File: src/rtl/core/mhf_pkg.sv
package mhf_pkg;

    // field widths fixed by the interface
    localparam int RAW_W  = 13;
    localparam int FILT_W = 14;
    localparam int HEAD_W = 15;

    // configuration register indexes
    localparam int CFG_IDX_W = 2;
    localparam logic [CFG_IDX_W-1:0] CFG_X_OFFSET = 2'd0;
    localparam logic [CFG_IDX_W-1:0] CFG_Y_OFFSET = 2'd1;
    localparam logic [CFG_IDX_W-1:0] CFG_Z_OFFSET = 2'd2;

    // offset reset values
    localparam logic [RAW_W-1:0] X_OFFSET_RST = 13'h1F5E;  // -162
    localparam logic [RAW_W-1:0] Y_OFFSET_RST = 13'h005E;  //  94
    localparam logic [RAW_W-1:0] Z_OFFSET_RST = 13'h1FE6;  // -26

    // cordic formats: vector scaled by 2^16, angle in degrees * 2^16
    localparam int ANG_FRAC  = 16;
    localparam int TABLE_LEN = 24;
    localparam int ITER_W    = 5;
    localparam int XY_W      = 33;
    localparam int ANG_W     = 27;
    localparam int ATAN_W    = 22;

    localparam int CORDIC_ITERATIONS_DEF = 16;
    localparam int HEADING_FRAC_BITS_DEF = 6;

    localparam int QUEUE_DEPTH = 2;

    typedef struct packed {
        logic [FILT_W-1:0] x;
        logic [FILT_W-1:0] y;
        logic [FILT_W-1:0] z;
    } t_mhf_sample;

    typedef struct packed {
        logic full;
        logic empty;
    } t_mhf_qstat;

    typedef enum logic [2:0] {
        BK_IDLE,
        BK_ITER,
        BK_WRAP,
        BK_ROUND,
        BK_DONE
    } t_back_state;

    // atan(2^-i) in degrees * 2^16, rounded to nearest
    function automatic logic [ATAN_W-1:0] atan_deg(input logic [ITER_W-1:0] idx);
        logic [ATAN_W-1:0] v;
        begin
            unique case (idx)
                5'd0:    v = 22'd2949120;
                5'd1:    v = 22'd1740967;
                5'd2:    v = 22'd919879;
                5'd3:    v = 22'd466945;
                5'd4:    v = 22'd234379;
                5'd5:    v = 22'd117304;
                5'd6:    v = 22'd58666;
                5'd7:    v = 22'd29335;
                5'd8:    v = 22'd14668;
                5'd9:    v = 22'd7334;
                5'd10:   v = 22'd3667;
                5'd11:   v = 22'd1833;
                5'd12:   v = 22'd917;
                5'd13:   v = 22'd458;
                5'd14:   v = 22'd229;
                5'd15:   v = 22'd115;
                5'd16:   v = 22'd57;
                5'd17:   v = 22'd29;
                5'd18:   v = 22'd14;
                5'd19:   v = 22'd7;
                5'd20:   v = 22'd4;
                5'd21:   v = 22'd2;
                5'd22:   v = 22'd1;
                default: v = 22'd0;
            endcase
            return v;
        end
    endfunction

endpackage

File: src/rtl/core/magnetometer_heading_filter_top.sv
// Magnetometer heading filter. Each item carries one raw three-axis sample;
// the front end subtracts the hard-iron offsets, updates the three smoothing
// averages and queues the filtered vector in the cycle the item is taken, so
// a new item is taken whenever the two-entry queue has room. The back end
// turns each queued vector into a heading with an iterative CORDIC, one
// rotation per cycle, and takes the next vector from the queue only once
// it has handed the last result on. Results are held in an output register,
// so the back end carries on while a result waits. The heading is in degrees
// times 2^HEADING_FRAC_BITS, in [0, 360), and reads 0 for a zero vector.
// The offset registers are written through the configuration port, which is
// always ready; write them only while no item is in flight.
module magnetometer_heading_filter_top #(
    parameter int CORDIC_ITERATIONS = mhf_pkg::CORDIC_ITERATIONS_DEF,
    parameter int HEADING_FRAC_BITS = mhf_pkg::HEADING_FRAC_BITS_DEF
) (
    input  logic                              i_clk,
    input  logic                              i_rst_n,
    input  logic                              i_cfg_valid,
    output logic                              o_cfg_ready,
    input  logic [mhf_pkg::CFG_IDX_W-1:0]     i_cfg_index,
    input  logic [mhf_pkg::RAW_W-1:0]         i_cfg_data,
    input  logic                              i_in_valid,
    output logic                              o_in_stall,
    input  logic [mhf_pkg::RAW_W-1:0]         i_x_raw,
    input  logic [mhf_pkg::RAW_W-1:0]         i_y_raw,
    input  logic [mhf_pkg::RAW_W-1:0]         i_z_raw,
    output logic                              o_out_valid,
    input  logic                              i_out_stall,
    output logic [mhf_pkg::FILT_W-1:0]        o_filtered_x,
    output logic [mhf_pkg::FILT_W-1:0]        o_filtered_y,
    output logic [mhf_pkg::FILT_W-1:0]        o_filtered_z,
    output logic [mhf_pkg::HEAD_W-1:0]        o_heading_deg
);

    logic                 w_push, w_pop;
    mhf_pkg::t_mhf_sample w_wdata, w_rdata;
    mhf_pkg::t_mhf_qstat  w_qstat;

    assign o_cfg_ready = 1'b1;

    mhf_front u_front (
        .i_clk       (i_clk),
        .i_rst_n     (i_rst_n),
        .i_cfg_valid (i_cfg_valid),
        .i_cfg_index (i_cfg_index),
        .i_cfg_data  (i_cfg_data),
        .i_in_valid  (i_in_valid),
        .i_x_raw     (i_x_raw),
        .i_y_raw     (i_y_raw),
        .i_z_raw     (i_z_raw),
        .i_qstat     (w_qstat),
        .o_in_stall  (o_in_stall),
        .o_push      (w_push),
        .o_push_data (w_wdata)
    );

    mhf_queue #(
        .DEPTH (mhf_pkg::QUEUE_DEPTH)
    ) u_queue (
        .i_clk   (i_clk),
        .i_rst_n (i_rst_n),
        .i_push  (w_push),
        .i_wdata (w_wdata),
        .i_pop   (w_pop),
        .o_rdata (w_rdata),
        .o_stat  (w_qstat)
    );

    mhf_back #(
        .CORDIC_ITERATIONS (CORDIC_ITERATIONS),
        .HEADING_FRAC_BITS (HEADING_FRAC_BITS)
    ) u_back (
        .i_clk         (i_clk),
        .i_rst_n       (i_rst_n),
        .i_qdata       (w_rdata),
        .i_qstat       (w_qstat),
        .o_pop         (w_pop),
        .o_out_valid   (o_out_valid),
        .i_out_stall   (i_out_stall),
        .o_filtered_x  (o_filtered_x),
        .o_filtered_y  (o_filtered_y),
        .o_filtered_z  (o_filtered_z),
        .o_heading_deg (o_heading_deg)
    );

endmodule

File: src/rtl/core/mhf_front.sv
module mhf_front (
    input  logic                              i_clk,
    input  logic                              i_rst_n,
    input  logic                              i_cfg_valid,
    input  logic [mhf_pkg::CFG_IDX_W-1:0]     i_cfg_index,
    input  logic [mhf_pkg::RAW_W-1:0]         i_cfg_data,
    input  logic                              i_in_valid,
    input  logic [mhf_pkg::RAW_W-1:0]         i_x_raw,
    input  logic [mhf_pkg::RAW_W-1:0]         i_y_raw,
    input  logic [mhf_pkg::RAW_W-1:0]         i_z_raw,
    input  mhf_pkg::t_mhf_qstat               i_qstat,
    output logic                              o_in_stall,
    output logic                              o_push,
    output mhf_pkg::t_mhf_sample              o_push_data
);

    logic [mhf_pkg::RAW_W-1:0]  r_x_off, r_y_off, r_z_off;
    logic [mhf_pkg::FILT_W-1:0] r_avg_x, r_avg_y, r_avg_z;
    logic [mhf_pkg::FILT_W-1:0] w_cx, w_cy, w_cz;
    logic                       w_seed;
    logic                       w_accept;

    function automatic logic [mhf_pkg::FILT_W-1:0] correct(
        input logic [mhf_pkg::RAW_W-1:0] raw,
        input logic [mhf_pkg::RAW_W-1:0] off
    );
        begin
            return {raw[mhf_pkg::RAW_W-1], raw} - {off[mhf_pkg::RAW_W-1], off};
        end
    endfunction

    // floor((3*s + 5*old) / 8)
    function automatic logic [mhf_pkg::FILT_W-1:0] smooth(
        input logic [mhf_pkg::FILT_W-1:0] s,
        input logic [mhf_pkg::FILT_W-1:0] old
    );
        logic signed [17:0] se;
        logic signed [17:0] oe;
        logic signed [17:0] sum;
        begin
            se  = {{4{s[mhf_pkg::FILT_W-1]}}, s};
            oe  = {{4{old[mhf_pkg::FILT_W-1]}}, old};
            sum = (se <<< 1) + se + (oe <<< 2) + oe;
            return sum[mhf_pkg::FILT_W+2:3];
        end
    endfunction

    assign w_cx     = correct(i_x_raw, r_x_off);
    assign w_cy     = correct(i_y_raw, r_y_off);
    assign w_cz     = correct(i_z_raw, r_z_off);
    assign w_seed   = (r_avg_x == '0) && (r_avg_y == '0);
    assign w_accept = i_in_valid && !o_in_stall;

    assign o_in_stall  = i_qstat.full;
    assign o_push      = w_accept;
    assign o_push_data.x = smooth(w_cx, w_seed ? w_cx : r_avg_x);
    assign o_push_data.y = smooth(w_cy, w_seed ? w_cy : r_avg_y);
    assign o_push_data.z = smooth(w_cz, w_seed ? w_cz : r_avg_z);

    always_ff @(posedge i_clk) begin
        if (!i_rst_n) begin
            r_x_off <= mhf_pkg::X_OFFSET_RST;
            r_y_off <= mhf_pkg::Y_OFFSET_RST;
            r_z_off <= mhf_pkg::Z_OFFSET_RST;
        end else if (i_cfg_valid) begin
            unique case (i_cfg_index)
                mhf_pkg::CFG_X_OFFSET: r_x_off <= i_cfg_data;
                mhf_pkg::CFG_Y_OFFSET: r_y_off <= i_cfg_data;
                mhf_pkg::CFG_Z_OFFSET: r_z_off <= i_cfg_data;
                default: begin
                end
            endcase
        end
    end

    always_ff @(posedge i_clk) begin
        if (!i_rst_n) begin
            r_avg_x <= '0;
            r_avg_y <= '0;
            r_avg_z <= '0;
        end else if (w_accept) begin
            r_avg_x <= o_push_data.x;
            r_avg_y <= o_push_data.y;
            r_avg_z <= o_push_data.z;
        end
    end

endmodule

File: src/rtl/core/mhf_queue.sv
module mhf_queue #(
    parameter int DEPTH = mhf_pkg::QUEUE_DEPTH
) (
    input  logic                  i_clk,
    input  logic                  i_rst_n,
    input  logic                  i_push,
    input  mhf_pkg::t_mhf_sample  i_wdata,
    input  logic                  i_pop,
    output mhf_pkg::t_mhf_sample  o_rdata,
    output mhf_pkg::t_mhf_qstat   o_stat
);

    localparam int PTR_W = (DEPTH > 1) ? $clog2(DEPTH) : 1;
    localparam int CNT_W = $clog2(DEPTH + 1);
    localparam logic [PTR_W-1:0] PTR_LAST = PTR_W'(DEPTH - 1);
    localparam logic [CNT_W-1:0] CNT_FULL = CNT_W'(DEPTH);

    mhf_pkg::t_mhf_sample r_mem [DEPTH];
    logic [PTR_W-1:0]     r_wr_ptr, r_rd_ptr;
    logic [CNT_W-1:0]     r_count;

    assign o_rdata      = r_mem[r_rd_ptr];
    assign o_stat.full  = (r_count == CNT_FULL);
    assign o_stat.empty = (r_count == '0);

    always_ff @(posedge i_clk) begin
        if (i_push) begin
            r_mem[r_wr_ptr] <= i_wdata;
        end
    end

    always_ff @(posedge i_clk) begin
        if (!i_rst_n) begin
            r_wr_ptr <= '0;
            r_rd_ptr <= '0;
            r_count  <= '0;
        end else begin
            if (i_push) begin
                r_wr_ptr <= (r_wr_ptr == PTR_LAST) ? '0 : r_wr_ptr + 1'b1;
            end
            if (i_pop) begin
                r_rd_ptr <= (r_rd_ptr == PTR_LAST) ? '0 : r_rd_ptr + 1'b1;
            end
            if (i_push && !i_pop) begin
                r_count <= r_count + 1'b1;
            end else if (i_pop && !i_push) begin
                r_count <= r_count - 1'b1;
            end
        end
    end

    a_no_overflow: assert property (@(posedge i_clk) disable iff (!i_rst_n)
        i_push |-> !o_stat.full || i_pop)
        else $error("item pushed into full queue");

    a_no_underflow: assert property (@(posedge i_clk) disable iff (!i_rst_n)
        i_pop |-> !o_stat.empty)
        else $error("item popped from empty queue");

    a_count_bound: assert property (@(posedge i_clk) disable iff (!i_rst_n)
        r_count <= CNT_FULL)
        else $error("queue count beyond depth");

endmodule

File: src/rtl/core/mhf_back.sv
module mhf_back #(
    parameter int CORDIC_ITERATIONS = mhf_pkg::CORDIC_ITERATIONS_DEF,
    parameter int HEADING_FRAC_BITS = mhf_pkg::HEADING_FRAC_BITS_DEF
) (
    input  logic                          i_clk,
    input  logic                          i_rst_n,
    input  mhf_pkg::t_mhf_sample          i_qdata,
    input  mhf_pkg::t_mhf_qstat           i_qstat,
    output logic                          o_pop,
    output logic                          o_out_valid,
    input  logic                          i_out_stall,
    output logic [mhf_pkg::FILT_W-1:0]    o_filtered_x,
    output logic [mhf_pkg::FILT_W-1:0]    o_filtered_y,
    output logic [mhf_pkg::FILT_W-1:0]    o_filtered_z,
    output logic [mhf_pkg::HEAD_W-1:0]    o_heading_deg
);

    localparam int XY_W   = mhf_pkg::XY_W;
    localparam int ANG_W  = mhf_pkg::ANG_W;
    localparam int ITER_W = mhf_pkg::ITER_W;
    localparam int SHIFT  = mhf_pkg::ANG_FRAC - HEADING_FRAC_BITS;
    localparam int PAD_W  = XY_W - mhf_pkg::FILT_W - mhf_pkg::ANG_FRAC;

    localparam logic [ITER_W-1:0] ITER_LAST  = ITER_W'(CORDIC_ITERATIONS - 1);
    localparam logic [ANG_W-1:0]  ANG_FULL   = ANG_W'(360 * (1 << mhf_pkg::ANG_FRAC));
    localparam logic [ANG_W-1:0]  ANG_HALF_T = ANG_W'(180 * (1 << mhf_pkg::ANG_FRAC));
    localparam logic [ANG_W-1:0]  RND_HALF   = ANG_W'(1 << (SHIFT - 1));
    localparam logic [ANG_W-1:0]  PERIOD     = ANG_W'(360 * (1 << HEADING_FRAC_BITS));

    mhf_pkg::t_back_state r_state, n_state;

    logic [ITER_W-1:0]        r_iter;
    logic signed [XY_W-1:0]   r_x, r_y;
    logic signed [ANG_W-1:0]  r_z;
    logic [ANG_W-1:0]         r_head;
    logic                     r_zero;
    mhf_pkg::t_mhf_sample     r_smp;
    logic                     r_out_valid;
    mhf_pkg::t_mhf_sample     r_out;
    logic [mhf_pkg::HEAD_W-1:0] r_out_head;

    logic                     w_load_out;
    logic signed [XY_W-1:0]   w_x0, w_y0, w_dx, w_dy;
    logic signed [ANG_W-1:0]  w_atan;
    logic [ANG_W-1:0]         w_rnd;

    // next state
    always_comb begin
        n_state = r_state;
        unique case (r_state)
            mhf_pkg::BK_IDLE:  if (!i_qstat.empty) n_state = mhf_pkg::BK_ITER;
            mhf_pkg::BK_ITER:  if (r_iter == ITER_LAST) n_state = mhf_pkg::BK_WRAP;
            mhf_pkg::BK_WRAP:  n_state = mhf_pkg::BK_ROUND;
            mhf_pkg::BK_ROUND: n_state = mhf_pkg::BK_DONE;
            mhf_pkg::BK_DONE:  if (!r_out_valid || !i_out_stall) n_state = mhf_pkg::BK_IDLE;
            default:           n_state = mhf_pkg::BK_IDLE;
        endcase
    end

    // control outputs
    always_comb begin
        o_pop      = 1'b0;
        w_load_out = 1'b0;
        unique case (r_state)
            mhf_pkg::BK_IDLE: o_pop      = !i_qstat.empty;
            mhf_pkg::BK_DONE: w_load_out = !r_out_valid || !i_out_stall;
            default: begin
            end
        endcase
    end

    always_ff @(posedge i_clk) begin
        if (!i_rst_n) begin
            r_state <= mhf_pkg::BK_IDLE;
        end else begin
            r_state <= n_state;
        end
    end

    // vector scaled by 2^16, turned by 180 degrees in the left half plane
    assign w_x0 = {{PAD_W{i_qdata.x[mhf_pkg::FILT_W-1]}}, i_qdata.x,
                   {mhf_pkg::ANG_FRAC{1'b0}}};
    assign w_y0 = {{PAD_W{i_qdata.y[mhf_pkg::FILT_W-1]}}, i_qdata.y,
                   {mhf_pkg::ANG_FRAC{1'b0}}};

    assign w_dx   = r_y >>> r_iter;
    assign w_dy   = r_x >>> r_iter;
    assign w_atan = {{(ANG_W - mhf_pkg::ATAN_W){1'b0}}, mhf_pkg::atan_deg(r_iter)};
    assign w_rnd  = (r_z + RND_HALF) >> SHIFT;

    always_ff @(posedge i_clk) begin
        unique case (r_state)
            mhf_pkg::BK_IDLE: begin
                r_smp  <= i_qdata;
                r_zero <= (i_qdata.x == '0) && (i_qdata.y == '0);
                r_iter <= '0;
                if (i_qdata.x[mhf_pkg::FILT_W-1]) begin
                    r_x <= -w_x0;
                    r_y <= -w_y0;
                    r_z <= ANG_HALF_T;
                end else begin
                    r_x <= w_x0;
                    r_y <= w_y0;
                    r_z <= '0;
                end
            end
            mhf_pkg::BK_ITER: begin
                r_iter <= r_iter + 1'b1;
                if (!r_y[XY_W-1]) begin
                    r_x <= r_x + w_dx;
                    r_y <= r_y - w_dy;
                    r_z <= r_z + w_atan;
                end else begin
                    r_x <= r_x - w_dx;
                    r_y <= r_y + w_dy;
                    r_z <= r_z - w_atan;
                end
            end
            mhf_pkg::BK_WRAP: begin
                // angle never reaches a full turn, only negatives need folding
                if (r_z[ANG_W-1]) begin
                    r_z <= r_z + ANG_FULL;
                end
            end
            mhf_pkg::BK_ROUND: begin
                if (r_zero) begin
                    r_head <= '0;
                end else if (w_rnd >= PERIOD) begin
                    r_head <= w_rnd - PERIOD;
                end else begin
                    r_head <= w_rnd;
                end
            end
            default: begin
            end
        endcase
    end

    // output register, frees the back end while a result waits
    always_ff @(posedge i_clk) begin
        if (!i_rst_n) begin
            r_out_valid <= 1'b0;
        end else if (w_load_out) begin
            r_out_valid <= 1'b1;
        end else if (!i_out_stall) begin
            r_out_valid <= 1'b0;
        end
    end

    always_ff @(posedge i_clk) begin
        if (w_load_out) begin
            r_out      <= r_smp;
            r_out_head <= r_head[mhf_pkg::HEAD_W-1:0];
        end
    end

    assign o_out_valid   = r_out_valid;
    assign o_filtered_x  = r_out.x;
    assign o_filtered_y  = r_out.y;
    assign o_filtered_z  = r_out.z;
    assign o_heading_deg = r_out_head;

    a_iter_bound: assert property (@(posedge i_clk) disable iff (!i_rst_n)
        r_state == mhf_pkg::BK_ITER |-> r_iter <= ITER_LAST)
        else $error("cordic step count past the last iteration");

    a_head_range: assert property (@(posedge i_clk) disable iff (!i_rst_n)
        r_state == mhf_pkg::BK_DONE |-> r_head < PERIOD)
        else $error("heading not wrapped into one turn");

    a_zero_heading: assert property (@(posedge i_clk) disable iff (!i_rst_n)
        (w_load_out && r_zero) |=> o_heading_deg == '0)
        else $error("zero vector gave a nonzero heading");

endmodule
File: config.mk
export PLATFORM = sky130hd
export DESIGN_NAME = magnetometer_heading_filter_top
export DESIGN_NICKNAME = d
export VERILOG_FILES = /design/src/rtl/core/mhf_pkg.sv /design/src/rtl/core/magnetometer_heading_filter_top.sv /design/src/rtl/core/mhf_front.sv /design/src/rtl/core/mhf_queue.sv /design/src/rtl/core/mhf_back.sv
export SDC_FILE = /design/constraint.sdc
export NUM_CORES = 1
export LEC_CHECK = 0
export ABC_AREA = 1
export BUFFER_PORTS_ARGS = -buffer_cell sky130_fd_sc_hd__buf_2
export CAP_MARGIN = 20
export CORE_UTILIZATION = 55
export CTS_CLUSTER_SIZE = 12
export DETAILED_ROUTE_END_ITERATION = 6
export PLACE_DENSITY_LB_ADDON = 0.2
export SETUP_SLACK_MARGIN = 0.4
export SYNTH_ARGS = -nofsm -noshare
export SYNTH_HDL_FRONTEND = slang
export SYNTH_HIERARCHICAL = 1
export SYNTH_SLANG_ARGS = --single-unit
File: constraint.sdc
create_clock -name i_clk -period 10.6 [get_ports i_clk]
set_input_delay 0 -clock i_clk [delete_from_list [all_inputs] [get_ports i_clk]]
set_output_delay 0 -clock i_clk [all_outputs]
set_load 0.005 [all_outputs]
; After elaboration in Yosys (flattened, before gate mapping)
; Memory sizes are Yosys's and may differ from the RTL's. A register that Yosys moved wholly into a read port is not among the register bits.
; Index checks and enable logic that the tools add are counted.
[word_totals]
register_bits = 302
mem_bits_rw = 84
romBits = 704
input_bits = 59
n_memories = 2
[classes]
n_addsub = 28
n_lt_le_gt_ge = 1
eq_ne = 13
shifts = 2
mux = 32
n_reduce_logical = 27
[mem_list]
columns = name, words, word_bits, rd, rd_ports_with_merged_regs, wr, line_no
row1 = (name not given), 32, 22, 1, 1, 0, mhf_pkg.sv:55  ; unique case (idx)
row2 = u_queue.r_mem, 2, 42, 1, 1, 1, mhf_queue.sv:18  ; mhf_pkg::t_mhf_sample r_mem [DEPTH];
[ops]
columns = cell, n
row1 = two-way mux 33 bit, 4
row2 = one-hot mux 33 bit (2 select lines), 2
row3 = one-hot mux 27 bit (3 select lines), 1
row4 = adder 33 bit, 2
row5 = negation 30 -> 33 bit, 2
row6 = >>> shifter 33 x 5 -> 33 bit, 2
row7 = subtractor 33 bit, 2
row8 = logical NOT 14 bit, 4
row9 = two-way mux 27 bit, 2
row10 = adder 16 x 16 -> 17 bit, 3
row11 = adder 17 x 14 -> 17 bit, 3
row12 = adder 15 x 14 -> 16 bit, 3
row13 = two-way mux 14 bit, 3
row14 = subtractor 13 x 13 -> 14 bit, 3
row15 = adder 27 x 10 -> 27 bit (second input constant), 1
row16 = adder 27 x 23 -> 27 bit, 1
row17 = adder 27 x 25 -> 27 bit (second input constant), 1
row18 = subtractor 27 x 23 -> 27 bit, 1
row19 = two-way mux 24 bit, 1
row20 = >= comparator 17 x 15 -> 1 bit (second input constant), 1
row21 = two-way mux 15 bit, 1
row22 = one-hot mux 3 bit (5 select lines), 1
row23 = subtractor 15 bit (second input constant), 1
row24 = two-way mux 1 bit, 10
row25 = other kinds (25), 48

; Longest topological paths before layout
[logic_depth]
word_depth = 7
depth_mapped = 37

; Hierarchy
; Netlist, hierarchy kept.
[modules_own_cells]
columns = module, instances, cells_each, area_per_inst_um2
row1 = mhf_back, 1, 2872, 20299.5
row2 = mhf_front, 1, 1541, 10232.3
row3 = mhf_queue, 1, 166, 3464.6
row4 = magnetometer_heading_filter_top, 1, 2, 11.3

; Worst setup path after synthesis
; OpenSTA, ideal clock, no wires.
[synth_path]
path_type = register -> register
startpoint = register u_front/r_avg_y[2] (netlist bit)
endpoint = memory u_queue/r_mem[0][9] (netlist bit) (data pin)
arrival_time_ps = 3981
required_time_ps = 10340
setup_slack_ps = 6359
path_stages_with_launch = 21
n_path_buf = 2
synth_period_minus_slack_ps = 4241
path_cell_list = dfxtp_1 > nor2_1 > nand2_1 > nor2_1 > nand3_2 > buf_2 > inv_2 > buf_2 > o21ai_0 > fa_1 > fa_1 > nor3_1 > nand2_1 > fa_1 > nand3b_1 > nand2_1 > a21oi_1 > o21ai_0 > a21oi_1 > xor2_1 > inv_1
[synth_rtl]
columns = item, line_no
row1 = start: declaration, mhf_front.sv:18  ; logic [mhf_pkg::FILT_W-1:0] r_avg_x, r_avg_y, r_avg_z;
row2 = start signal: assignment, mhf_front.sv:83  ; r_avg_y <= o_push_data.y;
row3 = end: declaration, mhf_queue.sv:18

; Final worst setup path
[layout_path]
startpoint = register u_back.r_iter[0]
endpoint = register u_back.r_y[22] (data pin)
[layout_via]
elab_chain_len = 4
[layout_lines]
columns = item, line_no
row1 = start: declaration, mhf_back.sv:32  ; logic [ITER_W-1:0] r_iter;
row2 = start signal: assignment, mhf_back.sv:108  ; r_iter <= r_iter + 1'b1;
row3 = >>> shifter 33 x 5 -> 33 bit *, mhf_back.sv:87  ; assign w_dy = r_x >>> r_iter;
row4 = subtractor 33 bit or adder 33 bit (tied branches), "mhf_back.sv:111, mhf_back.sv:115"
row5 = two-way mux 33 bit *, mhf_back.sv:109  ; if (!r_y[XY_W-1]) begin
row6 = one-hot mux 33 bit (2 select lines) *, mhf_back.sv:92  ; unique case (r_state)
row7 = end signal: assignment, mhf_back.sv:99  ; r_y <= -w_y0;
row8 = end signal: assignment, mhf_back.sv:111  ; r_y <= r_y - w_dy;
row9 = end signal: assignment, mhf_back.sv:115  ; r_y <= r_y + w_dy;
row10 = end: declaration, mhf_back.sv:33  ; logic signed [XY_W-1:0] r_x, r_y;
; Every way passes the cells marked *; elsewhere a longest branch is shown, timed or not.
; A chain may end at the register's enable or synchronous reset.

==> out/results.env <==
PIN_COUNT_OF_THE_BIGGEST_NET_ENTERING_GLOBAL_ROUTING=71
HTREEDEPTH=2
NUMBER_OF_NETS_WITH_ANTENNA_VIOLATIONS_AFTER_ROUTING=0
R2R_SLACK_PS=4930
STARTPOINT_OF_THE_WORST_SLACK_REG_TO_REG_TIMING_PATH='u_back/r_iter[0]'
NETLIST.TOP_CELL.BY_AREA='sky130_fd_sc_hd__edfxtp_1'
CTS.SINK_COUNT=409
CRITPATHREQUIREDTIME_PS=10940
REG2REGPATHDEPTH=26
DIE_WIDTH_UM=251
AVGVIACOUNTPERCELL=5.53
ANTENNA_FOUND_INITIAL=0
YS_SEQ_AREA_FRAC=0.328
SYNTH_EDF_COUNT=297
ENDPOINT_KIND='register'
ENDPOINT='u_back/r_y[22]'
FIRST_PASS_DRT_ITERATIONS=6
SLOWEST_DELAY_PS=620
POST_ROUTE_CELLS_DRIVE_ABOVE_1_SHARE=0.0837
GLOBALROUTE.TOTALOVERFLOW=0
FP-ROW-COUNT=90
NUMBER_OF_WARNINGS_REPORTED_IN_THE_YOSYS_SYNTHESIS_LOG=6
POST_SYNTH_INSTANCE_AREA_UM2=34000
NUMBER_OF_I_O_PORT_BUFFERS=117
ROUTE.DETAILED.WL_PER_INST_UM=16.8
CRITICAL_PATH.REG2REG.ENDPOINT='u_back/r_y[22]'
SETUP_REPAIR_AFTER_GLOBAL_ROUTING_MISSED_ITS_MARGIN='no'
CLOCK_LATENCY_PS=610
CHIPHEIGHT_UM=251
FILL_CELLS=5562
SYNTH.TOP_CELLS.BY_COUNT='1091 x sky130_fd_sc_hd__nand2_1, 618 x sky130_fd_sc_hd__inv_1, 436 x sky130_fd_sc_hd__nand3_1, 365 x sky130_fd_sc_hd__nor2_1, 346 x sky130_fd_sc_hd__a21oi_1'
FINAL-HOLD-VIOLATION-COUNT=0
MAX_FREQ_MHz=176
FP.DIEAREA_UM2=62800
CP_DATA_ARRIVAL_TIME_PS=6010
WORSTSETUPSTARTPOINT='u_back/r_iter[0]'
POST-SYNTH-TOP-COUNT-CELL='sky130_fd_sc_hd__nand2_1'
PLACE.DETAILED.INSTANCES=5370
INITIAL_CORE_UTIL=0.560
SETUP.WORST_PATH.CLASS='register to register'
STATUS='complete, no violations'
FINAL_SKEW_PS=34.2
INSTANCES_NO_FILL=5489
DOMINANTREGCELLSYNTH='sky130_fd_sc_hd__edfxtp_1'
FP.COREAREA_UM2=60700
TRITONCTS_CLOCK_TREE='done'
NUMBER_OF_GLOBAL_ROUTE_VIAS_BEFORE_REPAIR=28500
CTS_REPAIR_RESIZE_COUNT=0
CRIT_SLOWEST_CELL='sky130_fd_sc_hd__inv_4'
VIA_COUNT=30300
AREA_DELTA_SYNTH_FINAL_PCT=8.60
CRIT_PATH_MAX_FANOUT=70
POST_SYNTH_INST_COUNT=4581
GRT.TOTAL_USAGE=0.291
MEAN_SYN_CELL_AREA_UM2=7.42
MAXSLEWVIOLCOUNT=0
HPWL_MM=70.6
NUM-NETS-FINAL=5008
POST-SYNTH-TOP-AREA-FRACTION=0.262
SYNTH-ASYNC-RESET-RATIO=0
SYNTH.FF_LATCH_COUNT=409
HOLD_PATH.CLASS='input pin to register'
SETUP_VIOLATORS_FINAL=0
PRE_CTS_SLACK_PS=5050
IO_PINS=119
ANTENNA_CELLS_INSERTED=0
PATH_COMMON_CELL='sky130_fd_sc_hd__nand2_1'
POSTSYNTHNETCOUNT=4920
POST-ROUTE-MIN-PERIOD_PS=5670
GRT_PASS1_WL_MM=148
MAX_CAP_VIOL_COUNT=0
FIN_SETUP_TNS_PS=0
ROUTE.FINAL.WIRE_LENGTH_MM=92.4
TIMING_WORST_SLEW_PIN_VALUE_PS=1040
CTS_INSERTED_BUFFERS=47
YOSYS.CELL_TYPES.COUNT=68
DRT_ITER0_DRC=2494
POST-ROUTE-PERIOD-UTIL=0.535
CTS_ROOT_BUF='sky130_fd_sc_hd__clkbuf_16'
TIMING.CRITICAL_PATH.FROM_TYPE='register'
CLOCK_PATH_BUFFERS=3
TIMING.HOLD.WORST.START='i_rst_n'
BIGGEST_AREA_CONTRIBUTORS_IN_THE_SYNTHESIZED_NETLIST='sky130_fd_sc_hd__edfxtp_1 26%, sky130_fd_sc_hd__nand2_1 12%, sky130_fd_sc_hd__ha_1 8.1%'
PLACE_CONGESTION=0.955
CLOCK_TRANSITION_TIME_AT_THE_FLIP_FLOP_CLOCK_PINS_OF_THE_WORST_SETUP_AND_HOLD_PATHS_PS=60
DETAIL_ROUTE.DRC_VIOLATIONS=0
POSTLAYOUTSETUPSLACKWORST_PS=4930
SLEW_HEADROOM=0.302
==> state kept, by name, summed over array words and instances (netlist names), 3 cells and up, named ones only <==
| signal | cells |
|---|---|
| u_back/r_y | 33 |
| u_front/r_y_off | 13 |
| u_back/o_heading_deg | 15 |
| u_front/r_x_off | 13 |
| u_back/w_atan | 22 |
| u_back/r_head | 15 |
| u_back/o_filtered_y | 14 |
| u_front/r_avg_x | 14 |
| u_back/r_x | 33 |
| u_back/r_state | 3 |
| u_queue/r_mem | 84 |
| u_back/r_z | 27 |
| u_back/o_filtered_z | 14 |
| u_front/r_avg_y | 14 |
| u_back/o_filtered_x | 14 |
| u_back/r_smp | 42 |
| u_front/r_avg_z | 14 |
| u_back/r_iter | 5 |
| u_front/r_z_off | 13 |
==> critical path: cells and delay by family, from the launching register on <==
| family | cells | cell delay, ps |
|---|---|---|
| flops | 1 | 350 |
| xor+xnor | 1 | 150 |
| fa+ha+maj | 2 | 770 |
| buf+inv | 3 | 1100 |
| compound gates | 8 | 1830 |
| simple gates | 12 | 1160 |
==> metrics by stage <==
stage          area, um2  hold slack [ps]   util
2_1_floorplan      34000              121      -
3_3_place_gp       35100              262  0.578
3_5_place_dp       35100              268  0.578
4_1_cts            36900            0.681  0.608
5_1_grt            36900             20.8  0.608
6_report           36900             16.1  0.608
==> worst min-delay path by stage <==
stage | endpoint | cells past startpoint
floorplan | u_queue/r_wr_ptr | 2
global placement | u_front/r_y_off[3] | 3
detailed placement | u_front/r_y_off[3] | 3
CTS | u_front/r_x_off[9] | 3
global route | u_front/r_x_off[10] | 3
finish | u_front/r_x_off[12] | 3
==> placed cells by master (no fill, tap or decap), types with 13 or more instances in the layout <==
cell                            instances
sky130_fd_sc_hd__o211ai_1              38
sky130_fd_sc_hd__xnor2_1               66
sky130_fd_sc_hd__o21ai_1               36
sky130_fd_sc_hd__mux2_4                40
sky130_fd_sc_hd__a21oi_1              346
sky130_fd_sc_hd__xor2_1               103
sky130_fd_sc_hd__ha_1                 220
sky130_fd_sc_hd__nand4_1               42
sky130_fd_sc_hd__inv_1                616
sky130_fd_sc_hd__nand3_2               15
sky130_fd_sc_hd__dfxtp_1              111
sky130_fd_sc_hd__o21bai_1              14
sky130_fd_sc_hd__inv_2                 17
sky130_fd_sc_hd__a31oi_1               18
sky130_fd_sc_hd__o21a_1                15
sky130_fd_sc_hd__nor3_1                57
sky130_fd_sc_hd__o21ai_2               16
sky130_fd_sc_hd__nor2_1               360
sky130_fd_sc_hd__buf_2                117
sky130_fd_sc_hd__dlygate4sd3_1         31
sky130_fd_sc_hd__nand3_1              436
sky130_fd_sc_hd__clkbuf_16             48
sky130_fd_sc_hd__o21ai_0              241
sky130_fd_sc_hd__nand2_1             1091
sky130_fd_sc_hd__nor2_2                14
sky130_fd_sc_hd__clkbuf_1              14
sky130_fd_sc_hd__buf_4                 26
sky130_fd_sc_hd__nand2_2               28
sky130_fd_sc_hd__a21o_1                13
sky130_fd_sc_hd__fa_1                  60
sky130_fd_sc_hd__edfxtp_1             297
==> layer usage <==
layer	up-vias	part of all wire	GRT usage
li1	15400	-	-
met1	13800	0.45	0.391
met2	936	0.47	0.493
met3	158	0.055	0.0311
met4	0	0.029	0.0852
met5	-	0	0
==> logic make-up (layout without fill, tap and decap cells) <==
family	after synthesis	after routing	synth area share
flops	409	409	0.328
mux	42	42	0.0183
compound gates	790	790	0.130
other cells	1	1	0.000110
buf+inv	774	900	0.0925
fa+ha+maj	280	280	0.116
xor+xnor	179	179	0.0483
simple gates	2106	2106	0.267
==> final cells by class <==
| type | count | area (um2) | area share |
|---|---|---|---|
| multi-input cells | 3398 | 19800 | 0.535 |
| flip-flops and latches | 409 | 11200 | 0.302 |
| inverters | 638 | 2400 | 0.0649 |
| clock buffers | 64 | 1280 | 0.0347 |
| repair buffers | 175 | 1100 | 0.0297 |
| well taps | 782 | 978 | 0.0265 |
| clock inverters | 23 | 262 | 0.00708 |
==> repair_timing <==
action | in CTS | in global routing
hold buffers | 31 | 0
hold endpoints to repair | 47 | 0
endpoints found under the setup margin | 0 | 0
buffers inserted | 0 | 0
Power is left out: the tool's default activity adds up to more than one toggle a clock period on the data nets, which glitch-free logic cannot reach.
